[config.mk]
export PLATFORM = sky130hd
export DESIGN_NAME = ils_cell
export DESIGN_NICKNAME = d
export VERILOG_FILES = /design/src/rtl/ils_pkg.sv /design/src/rtl/ils_cell.sv
export SDC_FILE = /design/constraint.sdc
export NUM_CORES = 1
export LEC_CHECK = 0
export BUFFER_PORTS_ARGS = -buffer_cell sky130_fd_sc_hd__buf_2
export CORE_MARGIN = 4
export CORE_UTILIZATION = 33
export CTS_CLUSTER_DIAMETER = 120
export DETAILED_ROUTE_END_ITERATION = 8
export PLACE_DENSITY_LB_ADDON = 0.12
export SYNTH_ARGS = -nofsm -noshare
export SYNTH_HDL_FRONTEND = slang
export SYNTH_SLANG_ARGS = --single-unit
[constraint.sdc]
create_clock -name clk -period 3.7 [get_ports clk]
set_clock_uncertainty 0.1 [all_clocks]
set_input_delay 0 -clock clk [delete_from_list [all_inputs] [get_ports clk]]
set_output_delay 0 -clock clk [all_outputs]
set_load 0.01 [all_outputs]
[src/rtl/ils_pkg.sv]
// ils_pkg: shared types and constants for the indexed list store
// payload structs, request codes, status codes and the per-cell control group
// no dependencies
package ils_pkg;

  localparam logic [2:0] REQ_GET       = 3'd0;
  localparam logic [2:0] REQ_APPEND    = 3'd1;
  localparam logic [2:0] REQ_PREPEND   = 3'd2;
  localparam logic [2:0] REQ_INSERT    = 3'd3;
  localparam logic [2:0] REQ_REM_FIRST = 3'd4;
  localparam logic [2:0] REQ_REM_LAST  = 3'd5;
  localparam logic [2:0] REQ_REM_AT    = 3'd6;

  localparam logic [1:0] ST_OK    = 2'd0;
  localparam logic [1:0] ST_RANGE = 2'd1;
  localparam logic [1:0] ST_FULL  = 2'd2;

  localparam logic signed [31:0] INT_MIN = 32'sh8000_0000;

  typedef struct packed {
    logic [2:0]         req_type;
    logic [6:0]         position;
    logic signed [31:0] item_value;
  } ils_req_t;

  typedef struct packed {
    logic signed [31:0] read_value;
    logic [6:0]         list_size;
    logic [1:0]         status;
  } ils_rsp_t;

  typedef struct packed {
    logic ins;
    logic rem;
  } ils_ctrl_t;

endpackage

[src/rtl/ils_cell.sv]
// ils_cell: one storage cell of the list chain
// holds one element; writes, takes the lower neighbor or the upper neighbor
// depends on ils_pkg
module ils_cell #(
  parameter int POS_W    = 7,
  parameter int CELL_IDX = 0
) (
  input  logic                    clk,
  input  ils_pkg::ils_ctrl_t      ctrl,
  input  logic [POS_W-1:0]        pos,
  input  logic signed [31:0]      wr_data,
  input  logic signed [31:0]      prev_data,
  input  logic signed [31:0]      next_data,
  output logic signed [31:0]      data_out
);

  localparam logic [POS_W-1:0] IDX_V = CELL_IDX[POS_W-1:0];

  logic signed [31:0] data_r;
  logic signed [31:0] data_nxt;

  always_comb begin
    data_nxt = data_r;
    if (ctrl.ins) begin
      if (IDX_V == pos) begin
        data_nxt = wr_data;
      end else if (IDX_V > pos) begin
        data_nxt = prev_data;
      end
    end else if (ctrl.rem && (IDX_V >= pos)) begin
      data_nxt = next_data;
    end
  end

  always_ff @(posedge clk) begin
    data_r <= data_nxt;
  end

  assign data_out = data_r;

endmodule

Word level (Yosys, flattened, before mapping):

Index checks and enable logic that the tools add are counted.
Widths: inputs -> output; s select.

* register bits after elaboration: 32
* input port bits: 106
* output and inout port bits: 32
* logic and storage cells: 12

* magnitude comparators: 2
* equal/unequal tests: 1
* muxes and demuxes: 4
* reduce and logical (&&, ||, !) cells: 4

Operator list (count)
* $mux 32: 4
* $ge 1x7->1 const A: 1
* $gt 1x7->1 const A: 1
* $logic_not 7->1: 1
* $ne 3x1->1 const B: 1
* $reduce_and 2->1: 1
* $reduce_bool 2->1: 1
* $logic_and 1x1->1: 1

Longest topological paths before layout:

* word-level depth: 4
* gate-level depth with buffers: 5
* gate-level depth less buffers: 3

Worst setup path after synthesis:

No wires, ideal clock.

* path type: input-to-reg
* from: in pos[4]
* to: reg data_r[0] (netlist: data_out[0]), enable pin
* setup time: 0.461 ns
* arrival time: 3.130 ns
* required time: 3.139 ns
* path slack: 0.009 ns
* stages: 4
* path buffers: 2
* path through: or4_4 -> buf_6 -> clkbuf_1 -> nor3_1

* cells in the longest elaborated chain, start to end: 4
* elaborated cells on any way between the ends: 7
* those cells by class: order compare (2); eq/ne (1); reduce/logical (4)

Ends and longest elaborated chain
* start, declared: line ils_cell.sv:10 `input logic [POS_W-1:0] pos,`
* $ge 1x7->1: line ils_cell.sv:30 `end else if (ctrl.rem && (IDX_V >= pos)) begin`
* $logic_and 1x1->1: line ils_cell.sv:30
* $reduce_bool 2->1 (no source line)
* $reduce_and 2->1 (no source line) (*)
* end signal, assigned: line ils_cell.sv:36 `data_r <= data_nxt;`
* end, declared: line ils_cell.sv:19 `logic signed [31:0] data_r;`

Mark *: on every way between the ends. The rest lies on a longest branch, timed or not.
A chain may end at the register's enable or synchronous reset.

Worst setup path in the final report:

* from: in pos[4]
* to: reg data_r[14] (netlist: data_out[14]), enable pin

The elaborated chain is that of the path after synthesis.

==> results.py <==
metrics = {
    "status": {
        "status": "finished clean",
    },
    "placed_design": {
        "dp_worst_setup_slack_ps": 1360,
        "portBuffers": 137,
        "dp.cells": 395,
        "place_congestion": 0.751,
        "hpwl_um": 4280,
    },
    "worst_setup_path": {
        "path_cells": "buf_2 -> or4_4 -> nor3_2 -> buf_12",
        "path_depth": 4,
        "max_stage_delay_ps": 780,
        "critical_path_buf_inv_count": 2,
        "cp_top_family": "simple AND/OR/NAND/NOR gates",
        "crit_fanout": 49,
        "critPathArrivalTime_ps": 1890,
        "critical_path_class": "input port to flip-flop",
        "crit_required_ps": 3580,
        "cp-end-kind": "flip-flop",
        "slowest_stage": "or4_4",
        "crit_path_start_kind": "input port",
    },
    "yosys": {
        "synth_cell_type_count": 15,
        "synth_seq_cells": 32,
        "postSynthCellCount": 202,
        "ys_warn_count": 0,
        "syn-cell-area_um2": 1900,
        "synth_area_per_cell_um2": 9.39,
        "synth-seq-area-share_pct": 50.7,
        "syn_nets": 308,
    },
    "run": {
        "drv_cap": 0,
    },
    "floorplanning": {
        "start_util_pct": 34.2,
        "io_pins": 138,
        "die_y_um": 83.8,
        "core.rowCount": 27,
        "core_area_um2": 5540,
        "fp.dieW_um": 83.8,
        "die_area_um2": 7020,
    },
    "final_layout": {
        "syn_to_final_growth_pct": 62.9,
        "multi_input_area_um2": 788,
        "final_common_cell": "buf_2",
        "largest_reg_flops": 32,
        "seq_area_um2": 961,
        "final_nets": 474,
        "mostFrequentLayoutCells": "buf_2, dlygate4sd3_1, nor2_1, o21ai_0, edfxtp_1",
        "fillCellCount": 526,
        "fin_cells": 441,
        "diodes": 0,
        "drive_above_1_share_pct": 40.9,
    },
    "sta": {
        "tightest_slew_ps": 1100,
        "fmax_mhz": 496,
        "timing.final.ws_setup_ps": 1680,
        "setup_viol": 0,
        "slew_headroom_pct": 26.1,
        "grt_setup_unrepaired": "no",
        "setup_tns_ps": 0,
        "slew_violations": 0,
        "holdWs_ps": 2.20,
        "final_hold_viol_count": 0,
        "period_share_pct": 54.5,
        "period_minus_slack_ps": 2020,
    },
    "clocking": {
        "cts_made_buffers": 5,
        "clk_pin_slew_ps": 70,
        "htree_levels": 2,
        "cts_sinks": 32,
        "cts_resized": 0,
        "root_buffer": "clkbuf_8",
        "clock_path_buffers": 2,
        "cts_tree": "yes",
    },
    "global_route": {
        "grt_overflow": 0,
        "antenna_found_initial": 0,
        "grt_pass1_vias": 2153,
        "grt_pass1_wl_um": 9860,
        "grt_max_degree": 65,
        "track_usage_pct": 17.2,
    },
    "routing": {
        "drt_iter0_drc": 91,
        "drc": 0,
        "wirelength_um": 6310,
        "firstDrtPassIters": 4,
        "antenna_left": 0,
        "viasPerCell": 4.97,
        "vias": 2193,
        "wl_per_cell_um": 14.3,
    },
    "worst_hold_path": {
        "min-delay-path-class": "input port to flip-flop",
        "holdPathStages": 3,
    },
    "power": {
        "powerDensity_nw_per_um2": 266,
        "ir_worst_vdd_mv": 0.120,
        "p_leak_nw": 1.34,
    },
}
## kinds of logic after synthesis
| group | Yosys count | share of synthesized area [%] |
|---|---|---|
| buffers and inverters | 36 | 8.05 |
| AOI/OAI and AO/OA | 80 | 25.3 |
| DFF | 32 | 50.7 |
| and+or+nand+nor | 54 | 16.0 |
## routing by layer
metal	routed length [µm]	share of wire, %	vias to the layer above	GRT usage (%)
met5	0	0	-	0
met4	83	1.3	0	5.12
met3	612	9.7	11	6.02
met2	3270	52	104	31.4
met1	2340	37	990	18.6
li1	-	-	1088	-
## stage by stage
step | util (%) | power, mW | area (µm²)
2_1_floorplan | - | 0.478 | 1900
6_report | 55.8 | 0.822 | 3090
3_5_place_dp | 47.4 | 0.546 | 2630
3_3_place_gp | 47.4 | 0.545 | 2630
4_1_cts | 55.8 | 0.831 | 3090
5_1_grt | 55.8 | 0.866 | 3090
## cell usage after synthesis
cell      count  share of area, %
inv_1        16               3.2
o21ai_0      32               8.4
o31a_1       16               7.4
nor3_1        1              0.26
buf_6         2               1.2
clkbuf_1     16               3.2
a21oi_1      16               4.2
nor2_1       34               6.7
or3_1         1              0.33
nor4_2        1              0.66
buf_2         2              0.53
nand4b_1     16               7.4
or4_4         1              0.59
edfxtp_1     32                51
a31oi_1      16               5.3
## worst min-delay path, delay by kind of cell
| family | cells | cell delay [ps] |
|---|---|---|
| AO/OA/AOI/OAI | 1 | 140 |
| buffers and inverters | 1 | 80 |
| AND/OR/NAND/NOR | 1 | 40 |
## where the power goes
part	switching, mW	leakage, nW	internal (mW)	total, mW
Sequential	0.000440	0.298	0.404	0.404
Clock	0.121	0.0453	0.127	0.248
Combinational	0.0720	1.00	0.0979	0.170
Total	0.193	1.34	0.629	0.822
## worst paths after layout
kind          start  slack, ps      endpoint
max          pos[4]       1680  data_out[14]
min   next_data[18]          2  data_out[18]
## layout make-up
cell class | instances | area share [%]
Timing Repair Buffer | 179 | 35.9
Tap cell | 72 | 2.91
Clock inverter | 3 | 0.445
Multi-Input combinational cell | 134 | 25.5
Clock buffer | 5 | 2.23
Inverter | 16 | 1.94
Sequential cell | 32 | 31.1
## timing repair
action	4_1_cts	5_1_grt
hold buffers	38	0
buffers inserted	0	0
endpoints found under the hold margin	29	0
Power figures use the tool's default switching activity.
